--- src/design/bmf_pkg.sv ---
// Shared types, constants and helpers of the box mean filter.
// No dependencies.
`timescale 1ns / 1ps
`default_nettype none

package bmf_pkg;

  localparam int MAX_WIDTH_DEF  = 1024;
  localparam int MAX_WINDOW_DEF = 15;
  localparam int MAX_HEIGHT     = 4096;
  localparam int DIM_W          = 13;
  localparam int COL_W_MAX      = 12;
  localparam int ROWM_W_MAX     = 5;

  localparam logic [7:0] CFG_WINDOW_SIZE  = 8'd0;
  localparam logic [7:0] CFG_IMAGE_WIDTH  = 8'd1;
  localparam logic [7:0] CFG_IMAGE_HEIGHT = 8'd2;

  typedef struct packed {
    logic       first_of_frame;
    logic [7:0] red_in;
    logic [7:0] green_in;
    logic [7:0] blue_in;
  } in_t;

  typedef struct packed {
    logic [11:0] out_row;
    logic [9:0]  out_col;
    logic [7:0]  red_out;
    logic [7:0]  green_out;
    logic [7:0]  blue_out;
    logic        last_of_run;
  } out_t;

  typedef struct packed {
    logic [3:0]       window_size;
    logic [DIM_W-1:0] width;
    logic [DIM_W-1:0] height;
  } cfg_t;

  // One accepted pixel: where it goes and which results it completes.
  typedef struct packed {
    logic [23:0]           pixel;
    logic [ROWM_W_MAX-1:0] wr_row;
    logic [COL_W_MAX-1:0]  wr_col;
    logic                  has_res;
    logic [11:0]           rlo;
    logic [11:0]           rhi;
    logic [ROWM_W_MAX-1:0] rlo_mod;
    logic [COL_W_MAX-1:0]  clo;
    logic [COL_W_MAX-1:0]  chi;
  } job_t;

  typedef enum logic [1:0] {
    MV_STAY = 2'd0,
    MV_UP   = 2'd1,
    MV_DN   = 2'd2
  } move_t;

  typedef struct packed {
    logic [DIM_W-1:0] y;
    logic             dn;
    move_t            mv;
  } walk_t;

  // One step of a reflect-101 walk over n samples in direction dn.
  function automatic walk_t walk(input logic [DIM_W-1:0] y, input logic dn,
                                 input logic [DIM_W-1:0] n);
    walk_t res;
    res.y  = y;
    res.dn = dn;
    res.mv = MV_STAY;
    if (n > DIM_W'(1)) begin
      if (!dn) begin
        if (y == n - DIM_W'(1)) begin
          res.dn = 1'b1;
          res.y  = y - DIM_W'(1);
          res.mv = MV_DN;
        end else begin
          res.y  = y + DIM_W'(1);
          res.mv = MV_UP;
        end
      end else begin
        if (y == '0) begin
          res.dn = 1'b0;
          res.y  = DIM_W'(1);
          res.mv = MV_UP;
        end else begin
          res.y  = y - DIM_W'(1);
          res.mv = MV_DN;
        end
      end
    end
    return res;
  endfunction

endpackage

`default_nettype wire

--- src/design/bmf_queue.sv ---
// Two-entry queue of pixel jobs between front and back.
// Depends on bmf_pkg.
`timescale 1ns / 1ps
`default_nettype none

module bmf_queue (
  input  wire logic          clk,
  input  wire logic          rst,
  input  wire logic          push,
  input  wire bmf_pkg::job_t push_job,
  output logic               full,
  input  wire logic          pop,
  output logic               head_valid,
  output bmf_pkg::job_t      head_job
);

  bmf_pkg::job_t slot [2];
  logic       wp;
  logic       rp;
  logic [1:0] cnt;

  assign full       = cnt == 2'd2;
  assign head_valid = cnt != 2'd0;
  assign head_job   = slot[rp];

  always_ff @(posedge clk) begin
    if (rst) begin
      wp  <= 1'b0;
      rp  <= 1'b0;
      cnt <= 2'd0;
    end else begin
      if (push) begin
        wp <= ~wp;
      end
      if (pop) begin
        rp <= ~rp;
      end
      cnt <= cnt + {1'b0, push} - {1'b0, pop};
    end
  end

  always_ff @(posedge clk) begin
    if (push) begin
      slot[wp] <= push_job;
    end
  end

endmodule

`default_nettype wire

--- config.mk ---
export PLATFORM = sky130hd
export DESIGN_NAME = bmf_queue
export DESIGN_NICKNAME = d
export VERILOG_FILES = /design/src/design/bmf_pkg.sv /design/src/design/bmf_queue.sv
export SDC_FILE = /design/constraint.sdc
export NUM_CORES = 1
export LEC_CHECK = 0
export ABC_AREA = 1
export BUFFER_PORTS_ARGS = -buffer_cell sky130_fd_sc_hd__buf_2
export CAP_MARGIN = 15
export CORE_MARGIN = 5
export CORE_UTILIZATION = 52
export DETAILED_ROUTE_END_ITERATION = 8
export HOLD_SLACK_MARGIN = 0.15
export MAX_ROUTING_LAYER = met4
export PLACE_DENSITY_LB_ADDON = 0.25
export SLEW_MARGIN = 20
export SYNTH_ARGS = -nofsm -noshare
export SYNTH_HDL_FRONTEND = slang
export SYNTH_SLANG_ARGS = --single-unit
--- constraint.sdc ---
create_clock -name clk -period 7.4 [get_ports clk]
set_input_delay 1.48 -clock clk [delete_from_list [all_inputs] [get_ports clk]]
set_output_delay 1.48 -clock clk [all_outputs]
set_load 0.1 [all_outputs]
==> flow_summary_export.csv <==
group,metric,value,unit
status,status,"completed",
clock_network,numCtsBuffers,17,
clock_network,cts_setup_buffers,0,
setup_path,cp_top_family,"buffers and inverters",
cells_and_area,nets,635,
placed_design,hpwl,8.92,mm
detailed_routing,ant_nets,0,
logic_synthesis,synthArstFlopShare,0,
logic_synthesis,ys.flop_type,"edfxtp_1",
setup_path,slowest_delay,0.82,ns
clock_network,cts_root_buf,"clkbuf_16",
detailed_routing,wirelength,13.2,mm
logic_synthesis,yosysTopAreaCellShare,0.783,
setup_path,crit_path_end_kind,"output pin",
cells_and_area,final_core_util,0.649,
sta,drv_slew,0,
detailed_routing,drt-pass1-iter-count,4,
setup_path,reg2reg_slack,5.35,ns
die,die_w,128,um
logic_synthesis,yosys_warnings,0,
placed_design,gp_congestion,0.747,
grt,overflow,0,
run,cap_violations,0,
setup_path,cp.depth,3,
sta,fin_tns_setup,0,ns
clock_network,clk_path_buf_depth,2,
setup_path,crit_chain,"buf_4, mux2_2, buf_2",
setup_path,path_class,"register to output pin",
die,die_y,128,um
power_and_ir_drop,seq_power_share,0.468,
sta,fin_skew,0.00426,ns
logic_synthesis,synth_commonest_cells,"edfxtp_1 (190), mux2_4 (50), mux2_2 (45), inv_1 (8), nor2_1 (7)",
logic_synthesis,synth_top_area_cell,"edfxtp_1",
power_and_ir_drop,vdd_ir_drop_max,0.202,mV
clock_network,clk_latency,0.42,ns
die,rows,43,
setup_path,cp_num_buf_inv,2,
logic_synthesis,synth.ff_latch_count,195,
logic_synthesis,syn-cell-area,0.00729,mm^2
clock_network,cts_tree,"built",
min_path,min_path_type,"register to register",
power_and_ir_drop,totalPowerFinal,0.00278,W
cells_and_area,layout-drive-gt1-share,0.596,
sta,period_minus_slack,4.32,ns
setup_path,r2r_cells,3,
grt,grt_pass1_vias,3941,
sta,hold_viol,0,
logic_synthesis,synth_area_leaders,"edfxtp_1 (78%), mux2_4 (10%), mux2_2 (7.0%)",
placed_design,preCtsSetupSlack,3.51,ns
power_and_ir_drop,p_per_area,310,mW/mm^2
power_and_ir_drop,p_switching,0.000910,W
setup_path,path_max_fanout,63,
setup_path,r2r-end,"slot[1][39]",
logic_synthesis,yosys.cell_count.top_type,"edfxtp_1",
grt,antenna_found_initial,1,
detailed_routing,routedWlPerCell,18.2,um
logic_synthesis,synth_edf_count,190,
sta,max_slew_margin,0.333,
sta,rsz0062_at_grt,"no",
sta,fin_hold_ws,0.529,ns
sta,finalSetupViolations,0,
detailed_routing,drt_iter0_drc,217,
clock_network,cts_resized,0,
logic_synthesis,seq_area_frac_synth,0.796,
sta,min_period_over_period,0.583,
die,start_util,0.527,
die,fp.dieArea,0.0165,mm^2
clock_network,cts_hold_buf,0,
detailed_routing,vias,3672,
clock_network,numClockSinks,195,
die,core,0.0138,mm^2
min_path,holdPathStages,2,
die,ioPinCount,196,
setup_path,worst_ep_required_time,5.92,ns
power_and_ir_drop,clkPwrFrac,0.301,
clock_network,htreeDepth,4,
sta,fmax,232,MHz
power_and_ir_drop,p_sw_frac,0.327,
setup_path,cp-start-kind,"register",
power_and_ir_drop,combPwrFrac,0.231,
setup_path,r2r_start,"wp",
detailed_routing,remaining_drc_errors,0,
clock_network,clkTransAtPathRegs,0.06,ns
grt,grt_max_degree,64,
setup_path,cp.arrival,2.84,ns
sta,fin_ws,3.08,ns
grt,grt_pass1_wl,20.5,mm
grt,track_usage,0.171,
sta,tightest_slew,1.00,ns
placed_design,placement.io_buffers,195,
min_path,hp-start,"rp",
power_and_ir_drop,power.internal,0.00187,W
logic_synthesis,synth_nets,428,
logic_synthesis,synth_cell_types,15,
logic_synthesis,synth_area_per_cell,22.3,um^2
setup_path,worst_path_max_delay_cell,"buf_4",
detailed_routing,viasPerCell,5.04,
logic_synthesis,synthCells,327,
cells_and_area,syn_to_final_growth,23.1,%
power_and_ir_drop,p_leak,3.51,nW
## per-layer routing
layer | vias up | GRT usage | routed length [um]
met4 | 0 | 0.0637 | 231
met5 | - | - | 0
met3 | 23 | 0.0506 | 1080
met2 | 151 | 0.256 | 6280
met1 | 1802 | 0.225 | 5640
li1 | 1696 | - | -
## power groups by stage
stage	registers, W	clock network (W)	logic, W
6_report	0.00130	0.000838	0.000644
5_1_grt	0.00131	0.000909	0.000666
3_5_place_dp	0.00133	0	0.000649
3_3_place_gp	0.00132	0	0.000643
4_1_cts	0.00130	0.000860	0.000650
2_1_floorplan	0.00132	0	0.000560
## kinds of logic after synthesis
logic type | synth area share
flip-flops | 0.796
multiplexers | 0.173
buffers and inverters | 0.0182
AND/OR/NAND/NOR | 0.00755
adder cells (fa/ha/maj) | 0.00343
AO/OA/AOI/OAI | 0.000686
XOR/XNOR | 0.00120
## sequential cells by signal, summed over array words and instances (netlist names), named ones only
signal and cells:
rp 1, wp 1, slot 190, cnt 2
## worst min-delay path, cell delays in order, from the launching register on
cell and delay [ns]:
dfxtp_1 0.32, xnor2_1 0.09, nor2_1 0.08
## cell type report
type / instances / area [um^2]
Multi-Input combinational cell: 113 / 1360
Sequential cell: 195 / 5810
Clock inverter: 13 / 109
Inverter: 8 / 32.5
Antenna cell: 1 / 2.50
Clock buffer: 19 / 433
Fill cell: 981 / 4850
Tap cell: 180 / 225
Timing Repair Buffer: 199 / 1010
## worst max path at each step
| stage | from | endpoint | slack [ns] |
|---|---|---|---|
| floorplan | push | slot[0][0] | 1.35 |
| CTS | register | head_job[13] | 3.03 |
| global route | register | head_job[3] | 2.94 |
| finish | register | head_job[3] | 3.08 |
| detailed placement | register | head_job[13] | 3.51 |
| global placement | register | head_job[42] | 3.53 |
## cell usage in the layout (no fill, tap or decap), types with 2 or more instances in the layout
| cell | synthesis | final |
|---|---|---|
| buf_2 | 4 | 195 |
| edfxtp_1 | 190 | 190 |
| mux2_4 | 50 | 50 |
| mux2_2 | 45 | 45 |
| clkbuf_16 | 0 | 17 |
| inv_1 | 8 | 7 |
| nor2_1 | 7 | 6 |
| nand2_1 | 5 | 5 |
| clkinv_2 | 0 | 5 |
| dfxtp_1 | 5 | 4 |
| buf_4 | 0 | 4 |
| inv_6 | 0 | 3 |
| ha_1 | 2 | 2 |
| clkbuf_1 | 0 | 2 |
| clkinvlp_4 | 0 | 2 |
## through the flow
stage / cells / instance area, um^2
global placement: 695 / 8430
floorplan: 327 / 7290
global route: 728 / 8980
CTS: 727 / 8970
finish: 728 / 8980
detailed placement: 695 / 8430
(Power assumes the default switching activity.)
