--- src/design/bmf_pkg.sv ---
// Shared types, constants and helpers of the box mean filter.
// No dependencies.
`timescale 1ns / 1ps
`default_nettype none

package bmf_pkg;

  localparam int MAX_WIDTH_DEF  = 1024;
  localparam int MAX_WINDOW_DEF = 15;
  localparam int MAX_HEIGHT     = 4096;
  localparam int DIM_W          = 13;
  localparam int COL_W_MAX      = 12;
  localparam int ROWM_W_MAX     = 5;

  localparam logic [7:0] CFG_WINDOW_SIZE  = 8'd0;
  localparam logic [7:0] CFG_IMAGE_WIDTH  = 8'd1;
  localparam logic [7:0] CFG_IMAGE_HEIGHT = 8'd2;

  typedef struct packed {
    logic       first_of_frame;
    logic [7:0] red_in;
    logic [7:0] green_in;
    logic [7:0] blue_in;
  } in_t;

  typedef struct packed {
    logic [11:0] out_row;
    logic [9:0]  out_col;
    logic [7:0]  red_out;
    logic [7:0]  green_out;
    logic [7:0]  blue_out;
    logic        last_of_run;
  } out_t;

  typedef struct packed {
    logic [3:0]       window_size;
    logic [DIM_W-1:0] width;
    logic [DIM_W-1:0] height;
  } cfg_t;

  // One accepted pixel: where it goes and which results it completes.
  typedef struct packed {
    logic [23:0]           pixel;
    logic [ROWM_W_MAX-1:0] wr_row;
    logic [COL_W_MAX-1:0]  wr_col;
    logic                  has_res;
    logic [11:0]           rlo;
    logic [11:0]           rhi;
    logic [ROWM_W_MAX-1:0] rlo_mod;
    logic [COL_W_MAX-1:0]  clo;
    logic [COL_W_MAX-1:0]  chi;
  } job_t;

  typedef enum logic [1:0] {
    MV_STAY = 2'd0,
    MV_UP   = 2'd1,
    MV_DN   = 2'd2
  } move_t;

  typedef struct packed {
    logic [DIM_W-1:0] y;
    logic             dn;
    move_t            mv;
  } walk_t;

  // One step of a reflect-101 walk over n samples in direction dn.
  function automatic walk_t walk(input logic [DIM_W-1:0] y, input logic dn,
                                 input logic [DIM_W-1:0] n);
    walk_t res;
    res.y  = y;
    res.dn = dn;
    res.mv = MV_STAY;
    if (n > DIM_W'(1)) begin
      if (!dn) begin
        if (y == n - DIM_W'(1)) begin
          res.dn = 1'b1;
          res.y  = y - DIM_W'(1);
          res.mv = MV_DN;
        end else begin
          res.y  = y + DIM_W'(1);
          res.mv = MV_UP;
        end
      end else begin
        if (y == '0) begin
          res.dn = 1'b0;
          res.y  = DIM_W'(1);
          res.mv = MV_UP;
        end else begin
          res.y  = y - DIM_W'(1);
          res.mv = MV_DN;
        end
      end
    end
    return res;
  endfunction

endpackage

`default_nettype wire

--- src/design/bmf_front.sv ---
// Front end: configuration registers, pixel position, result span per pixel.
// Depends on bmf_pkg.
`timescale 1ns / 1ps
`default_nettype none

module bmf_front #(
  parameter int MAX_WIDTH  = bmf_pkg::MAX_WIDTH_DEF,
  parameter int MAX_WINDOW = bmf_pkg::MAX_WINDOW_DEF
) (
  input  wire logic         clk,
  input  wire logic         rst,
  input  wire logic         cfg_we,
  input  wire logic [7:0]   cfg_idx,
  input  wire logic [12:0]  cfg_wdata,
  input  wire logic         pix_take,
  input  wire bmf_pkg::in_t pix,
  output bmf_pkg::cfg_t     cfg,
  output bmf_pkg::job_t     job
);

  localparam int CW = $clog2(MAX_WIDTH);
  localparam int RW = $clog2(MAX_WINDOW);
  localparam int DW = bmf_pkg::DIM_W;
  localparam logic [RW-1:0] RM_LAST = RW'(MAX_WINDOW - 1);

  logic [3:0]    ws_reg;
  logic [10:0]   wid_reg;
  logic [12:0]   hgt_reg;
  logic [DW-1:0] w;
  logic [DW-1:0] h;
  logic [2:0]    off;

  logic [DW-1:0] row;
  logic [RW-1:0] rowm;
  logic [CW-1:0] col;

  logic [DW-1:0] r0, r1, r2, rn, row_next;
  logic [RW-1:0] m0, m1, m2, mn, rowm_next;
  logic [CW-1:0] c0, c1, col_next;
  logic [CW:0]   cn;
  logic signed [13:0] lo_r, lo_c;
  logic [6:0]    mtmp;

  assign w = (wid_reg == '0) ? DW'(1) :
             ({2'b0, wid_reg} > DW'(MAX_WIDTH)) ? DW'(MAX_WIDTH) : {2'b0, wid_reg};
  assign h = (hgt_reg == '0) ? DW'(1) :
             (hgt_reg > DW'(bmf_pkg::MAX_HEIGHT)) ? DW'(bmf_pkg::MAX_HEIGHT) : hgt_reg;
  assign off = ws_reg[3:1];

  assign cfg.window_size = ws_reg;
  assign cfg.width       = w;
  assign cfg.height      = h;

  always_comb begin
    c0 = pix.first_of_frame ? '0 : col;
    r0 = pix.first_of_frame ? '0 : row;
    m0 = pix.first_of_frame ? '0 : rowm;
    c1 = c0;
    r1 = r0;
    m1 = m0;
    if (DW'(c0) >= w) begin
      c1 = '0;
      r1 = r0 + DW'(1);
      m1 = (m0 == RM_LAST) ? '0 : m0 + RW'(1);
    end
    r2 = r1;
    m2 = m1;
    if (r1 >= h) begin
      r2 = '0;
      m2 = '0;
    end
    // advance to the next position
    cn        = {1'b0, c1} + (CW + 1)'(1);
    col_next  = cn[CW-1:0];
    row_next  = r2;
    rowm_next = m2;
    rn        = r2 + DW'(1);
    mn        = (m2 == RM_LAST) ? '0 : m2 + RW'(1);
    if (DW'(cn) >= w) begin
      col_next  = '0;
      row_next  = rn;
      rowm_next = mn;
      if (rn >= h) begin
        row_next  = '0;
        rowm_next = '0;
      end
    end
  end

  always_comb begin
    lo_r = $signed({1'b0, r2}) - $signed({11'b0, off});
    lo_c = $signed(14'(c1)) - $signed({11'b0, off});
    mtmp = 7'(m2) - 7'(off);
    if (mtmp[6]) begin
      mtmp = mtmp + 7'(MAX_WINDOW);
    end
    job.pixel   = {pix.red_in, pix.green_in, pix.blue_in};
    job.wr_row  = bmf_pkg::ROWM_W_MAX'(m2);
    job.wr_col  = bmf_pkg::COL_W_MAX'(c1);
    job.rlo_mod = lo_r[13] ? '0 : bmf_pkg::ROWM_W_MAX'(mtmp);
    if (r2 < h - DW'(1)) begin
      job.rlo = lo_r[11:0];
      job.rhi = lo_r[11:0];
    end else begin
      job.rlo = lo_r[13] ? '0 : lo_r[11:0];
      job.rhi = 12'(h - DW'(1));
    end
    if (DW'(c1) < w - DW'(1)) begin
      job.clo = lo_c[11:0];
      job.chi = lo_c[11:0];
    end else begin
      job.clo = lo_c[13] ? '0 : lo_c[11:0];
      job.chi = 12'(w - DW'(1));
    end
    job.has_res = ((r2 >= h - DW'(1)) || !lo_r[13]) &&
                  ((DW'(c1) >= w - DW'(1)) || !lo_c[13]);
  end

  always_ff @(posedge clk) begin
    if (rst) begin
      ws_reg  <= 4'd3;
      wid_reg <= 11'd1024;
      hgt_reg <= 13'd768;
      row     <= '0;
      rowm    <= '0;
      col     <= '0;
    end else begin
      if (cfg_we) begin
        case (cfg_idx)
          bmf_pkg::CFG_WINDOW_SIZE: begin
            if (cfg_wdata[0] && (int'(cfg_wdata[3:0]) <= MAX_WINDOW)) begin
              ws_reg <= cfg_wdata[3:0];
            end
          end
          bmf_pkg::CFG_IMAGE_WIDTH:  wid_reg <= cfg_wdata[10:0];
          bmf_pkg::CFG_IMAGE_HEIGHT: hgt_reg <= cfg_wdata;
          default: ;
        endcase
      end
      if (pix_take) begin
        row  <= row_next;
        rowm <= rowm_next;
        col  <= col_next;
      end
    end
  end

endmodule

`default_nettype wire

--- config.mk ---
export PLATFORM = sky130hd
export DESIGN_NAME = bmf_front
export DESIGN_NICKNAME = d
export VERILOG_FILES = /design/src/design/bmf_pkg.sv /design/src/design/bmf_front.sv
export SDC_FILE = /design/constraint.sdc
export NUM_CORES = 1
export LEC_CHECK = 0
export ABC_AREA = 1
export BUFFER_PORTS_ARGS = -buffer_cell sky130_fd_sc_hd__buf_2
export CAP_MARGIN = 25
export CORE_UTILIZATION = 39
export DETAILED_ROUTE_END_ITERATION = 10
export GPL_TIMING_DRIVEN = 0
export PLACE_DENSITY_LB_ADDON = 0.15
export SYNTH_ARGS = -nofsm -noshare
export SYNTH_HDL_FRONTEND = slang
export SYNTH_SLANG_ARGS = --single-unit
--- constraint.sdc ---
create_clock -name clk -period 16.7 [get_ports clk]
set_clock_uncertainty 0.05 [all_clocks]
set_input_delay 3.34 -clock clk [delete_from_list [all_inputs] [get_ports clk]]
set_output_delay 3.34 -clock clk [all_outputs]
set_load 0.02 [all_outputs]
==> impl_metrics.prom <==
# TYPE chip_impl_metric gauge
chip_impl_info{name="status",value="finished clean"} 1
chip_impl_metric{name="htree_depth",unit=""} 2
chip_impl_metric{name="syn_inst",unit=""} 1258
chip_impl_metric{name="detail_route.wirelength",unit="um"} 27000
chip_impl_metric{name="worst_pin_slew",unit="ns"} 0.762
chip_impl_metric{name="cts_resized",unit=""} 0
chip_impl_metric{name="ys.warnings.count",unit=""} 0
chip_impl_metric{name="std_cell_rows",unit=""} 51
chip_impl_metric{name="first_pass_iters",unit=""} 7
chip_impl_metric{name="port_buffers",unit=""} 141
chip_impl_metric{name="globalRouteOverflowTotal",unit=""} 0
chip_impl_metric{name="worst-r2r-setup-slack",unit="ns"} 8.99
chip_impl_metric{name="drt.antenna.violating_nets",unit=""} 0
chip_impl_metric{name="dr.first_iter.drc_count",unit=""} 683
chip_impl_metric{name="cts_hold_buffers",unit=""} 0
chip_impl_metric{name="yosysSeqAreaShare",unit="%"} 13.8
chip_impl_metric{name="worst_skew_pair.late_latency",unit="ns"} 0.31
chip_impl_info{name="synth_top_cell_by_area",value="sky130_fd_sc_hd__ha_1"} 1
chip_impl_info{name="synth.top_cells.by_area",value="sky130_fd_sc_hd__ha_1, sky130_fd_sc_hd__nand2_1, sky130_fd_sc_hd__dfxtp_1"} 1
chip_impl_metric{name="finalHoldViolations",unit=""} 0
chip_impl_metric{name="maxCapViolCount",unit=""} 0
chip_impl_info{name="clock_root_buffer",value="sky130_fd_sc_hd__clkbuf_16"} 1
chip_impl_metric{name="chipHeight",unit="um"} 144
chip_impl_metric{name="comb_power_share",unit="%"} 28.6
chip_impl_info{name="clock_tree_from_tritoncts",value="done"} 1
chip_impl_info{name="r2r_start",value="wid_reg[5]"} 1
chip_impl_metric{name="vias_per_cell",unit=""} 5.16
chip_impl_metric{name="via_count",unit=""} 8653
chip_impl_info{name="setup.worst_path.end_class",value="output port"} 1
chip_impl_metric{name="crit_path_max_fanout",unit=""} 10
chip_impl_metric{name="worst_path_arrival",unit="ns"} 9.63
chip_impl_metric{name="cts_max_path_buffers",unit=""} 2
chip_impl_metric{name="drc_errors",unit=""} 0
chip_impl_info{name="hold_path_startpoint",value="col[0]"} 1
chip_impl_metric{name="grt_pass1_wl",unit="um"} 41900
chip_impl_metric{name="p_sw_share",unit="%"} 34.3
chip_impl_metric{name="antenna_found_initial",unit=""} 0
chip_impl_metric{name="antenna_cells",unit=""} 0
chip_impl_metric{name="worst_setup_hold_path_clk_slew",unit="ns"} 0.07
chip_impl_metric{name="cts_setup_buffers",unit=""} 0
chip_impl_info{name="setup.worst_path.start_class",value="primary input"} 1
chip_impl_metric{name="ir_worst_vdd",unit="mV"} 0.0378
chip_impl_metric{name="cts_sinks",unit=""} 54
chip_impl_metric{name="achievable-frequency",unit="MHz"} 76.8
chip_impl_metric{name="setup_viol",unit=""} 0
chip_impl_metric{name="power.clock.fraction",unit="%"} 34.8
chip_impl_metric{name="grt_start_max_net_pins",unit=""} 17
chip_impl_metric{name="floorplan.initialDensity",unit="%"} 40.0
chip_impl_metric{name="timing.max_slew.rel_slack",unit="%"} 48.5
chip_impl_metric{name="timing.reg2reg.worst_path_depth",unit=""} 43
chip_impl_metric{name="synth.ff_latch_count",unit=""} 54
chip_impl_info{name="post-synth-top-count-cell",value="sky130_fd_sc_hd__nand2_1"} 1
chip_impl_metric{name="vias_in_the_first_global_route",unit=""} 7913
chip_impl_metric{name="synth_top_area_share",unit="%"} 14.2
chip_impl_metric{name="pwr-share-seq",unit="%"} 36.6
chip_impl_metric{name="net-switching-power",unit="uW"} 122
chip_impl_metric{name="horiz_die_dim",unit="um"} 144
chip_impl_metric{name="layout-drive-gt1-share",unit="%"} 20.6
chip_impl_metric{name="final_nets",unit=""} 1553
chip_impl_info{name="slowest_stage",value="sky130_fd_sc_hd__clkbuf_1"} 1
chip_impl_metric{name="worst_path_largest_cell_delay",unit="ns"} 0.42
chip_impl_info{name="grt_setup_unrepaired",value="false"} 1
chip_impl_metric{name="pwr_dens",unit="mW/mm2"} 39.2
chip_impl_info{name="min-delay-path-class",value="flop to flop"} 1
chip_impl_metric{name="power.internal",unit="uW"} 233
chip_impl_metric{name="nFillCells",unit=""} 2125
chip_impl_metric{name="globalRouteTotalUtil",unit="%"} 26.6
chip_impl_metric{name="number_of_distinct_library_cell_variants_in_the_gate_level_netlist_after_synthesis",unit=""} 52
chip_impl_metric{name="ios",unit=""} 175
chip_impl_metric{name="number_of_cts_inserted_buffers",unit=""} 5
chip_impl_metric{name="postSynth.asyncResetShare",unit="%"} 0
chip_impl_metric{name="area_growth_from_synthesis_to_final_layout",unit="%"} 15.6
chip_impl_metric{name="utilization",unit="%"} 46.3
chip_impl_metric{name="dpl.hpwl",unit="um"} 22800
chip_impl_metric{name="core_box_area",unit="mm2"} 0.0196
chip_impl_info{name="worstHoldEndpoint",value="col[0]"} 1
chip_impl_metric{name="timing.hold.worst_path_depth",unit=""} 2
chip_impl_info{name="crit-reg2reg-capture",value="row[11]"} 1
chip_impl_metric{name="area_enclosed_by_the_die_boundary",unit="mm2"} 0.0207
chip_impl_metric{name="power.static_leakage",unit="nW"} 4.99
chip_impl_metric{name="period_share",unit="%"} 77.9
chip_impl_metric{name="dp_slack",unit="ns"} 3.71
chip_impl_metric{name="finalWorstPathRequiredPeriod",unit="ns"} 13.02
chip_impl_info{name="synth_common_cells",value="sky130_fd_sc_hd__nand2_1, sky130_fd_sc_hd__inv_1, sky130_fd_sc_hd__nor2_1"} 1
chip_impl_metric{name="final_sum_of_negative_setup_slack",unit="ns"} 0
chip_impl_metric{name="area_of_the_mapped_netlist",unit="mm2"} 0.00784
chip_impl_metric{name="synth.avg_cell_area",unit="um2"} 6.23
chip_impl_info{name="ys_dominant_reg_cell",value="sky130_fd_sc_hd__dfxtp_1"} 1
chip_impl_metric{name="avgRoutedWirePerCell",unit="um"} 16.1
chip_impl_metric{name="gpl.final_weighted_congestion",unit=""} 0.994
chip_impl_metric{name="cp.required",unit="ns"} 13.31
chip_impl_info{name="critical_path_class",value="primary input to output port"} 1
chip_impl_metric{name="synth_enable_flop_cells",unit=""} 0
chip_impl_metric{name="drv_slew",unit=""} 0
chip_impl_metric{name="worst_slack",unit="ns"} 3.68
chip_impl_info{name="critical-path-top-cell-by-count",value="sky130_fd_sc_hd__nand2_1"} 1
==> cell families (layout without fill, tap and decap cells) <==
group	Yosys count	after routing	share of synthesized area [%]
multiplexers	2	2	0.255
buffers and inverters	257	406	14.8
XOR/XNOR	35	35	4.00
flip-flops	54	54	13.8
adder cells (fa/ha/maj)	92	92	15.0
AO/OA/AOI/OAI	186	186	13.1
other	2	7	0.0958
AND/OR/NAND/NOR	630	630	39.0
==> worst max path at each step <==
stage | startpoint | endpoint | depth (start not counted)
after detailed placement | pix[24] | job[31] | 35
after global placement | pix[24] | job[31] | 35
after global routing | pix[24] | job[31] | 35
final | pix[24] | job[31] | 35
after CTS | pix[24] | job[31] | 35
after floorplan | pix[24] | job[26] | 35
==> critical path, delay by kind of cell <==
kind / cells / cell delay, ns
buf+inv: 12 / 2.55
simple gates: 16 / 2.09
fa+ha+maj: 3 / 0.90
compound gates: 4 / 0.74
==> layer usage <==
layer  wire length (um)  track usage (%)  vias to the layer above
li1                   -                -                     4360
met1              12400             35.6                     3944
met2              12400             44.6                      305
met3               1570             2.97                       44
met4                627             8.29                        0
met5                  0                0                        -
==> per-stage QoR <==
step	cell area (um2)	total power, mW	instances	hold WS, ns
after floorplan	7860	0.201	1263	0.387
after global placement	8900	0.235	1669	0.404
after detailed placement	8900	0.235	1669	0.406
after CTS	9060	0.358	1677	0.418
after global routing	9060	0.373	1677	0.436
final	9060	0.355	1677	0.417
==> layout make-up <==
class,count,area [um2],area share [%]
Multi-Input combinational cell,952,5620,62.0
Inverter,196,743,8.20
Buffer,61,420,4.64
Timing Repair Buffer,141,706,7.79
Clock inverter,3,40.0,0.442
Clock buffer,5,125,1.38
Sequential cell,54,1080,11.9
Tap cell,265,332,3.66
==> cell usage in the layout (no fill, tap or decap), types with 5 or more instances in the layout <==
cell,instances
sky130_fd_sc_hd__a211oi_1,9
sky130_fd_sc_hd__a21oi_1,78
sky130_fd_sc_hd__a22oi_1,8
sky130_fd_sc_hd__and2_1,9
sky130_fd_sc_hd__buf_2,143
sky130_fd_sc_hd__buf_4,35
sky130_fd_sc_hd__clkbuf_1,18
sky130_fd_sc_hd__clkbuf_16,5
sky130_fd_sc_hd__conb_1,7
sky130_fd_sc_hd__dfxtp_1,54
sky130_fd_sc_hd__ha_1,89
sky130_fd_sc_hd__inv_1,176
sky130_fd_sc_hd__inv_2,16
sky130_fd_sc_hd__nand2_1,290
sky130_fd_sc_hd__nand2_2,15
sky130_fd_sc_hd__nand2_4,5
sky130_fd_sc_hd__nand3_1,77
sky130_fd_sc_hd__nand3_2,5
sky130_fd_sc_hd__nand3_4,8
sky130_fd_sc_hd__nand4_1,35
sky130_fd_sc_hd__nor2_1,126
sky130_fd_sc_hd__nor2_2,17
sky130_fd_sc_hd__nor2_4,15
sky130_fd_sc_hd__nor3_1,11
sky130_fd_sc_hd__o21ai_0,57
sky130_fd_sc_hd__o21ai_1,16
sky130_fd_sc_hd__xnor2_1,5
sky130_fd_sc_hd__xor2_1,29
==> power groups by stage <==
stage / clock network, mW / registers (mW) / logic (mW)
final: 0.124 / 0.130 / 0.102
after global routing: 0.131 / 0.130 / 0.111
after CTS: 0.126 / 0.130 / 0.102
after detailed placement: 0 / 0.133 / 0.101
after global placement: 0 / 0.133 / 0.101
after floorplan: 0 / 0.133 / 0.0679
No activity file was read; power rests on OpenSTA's default activity.
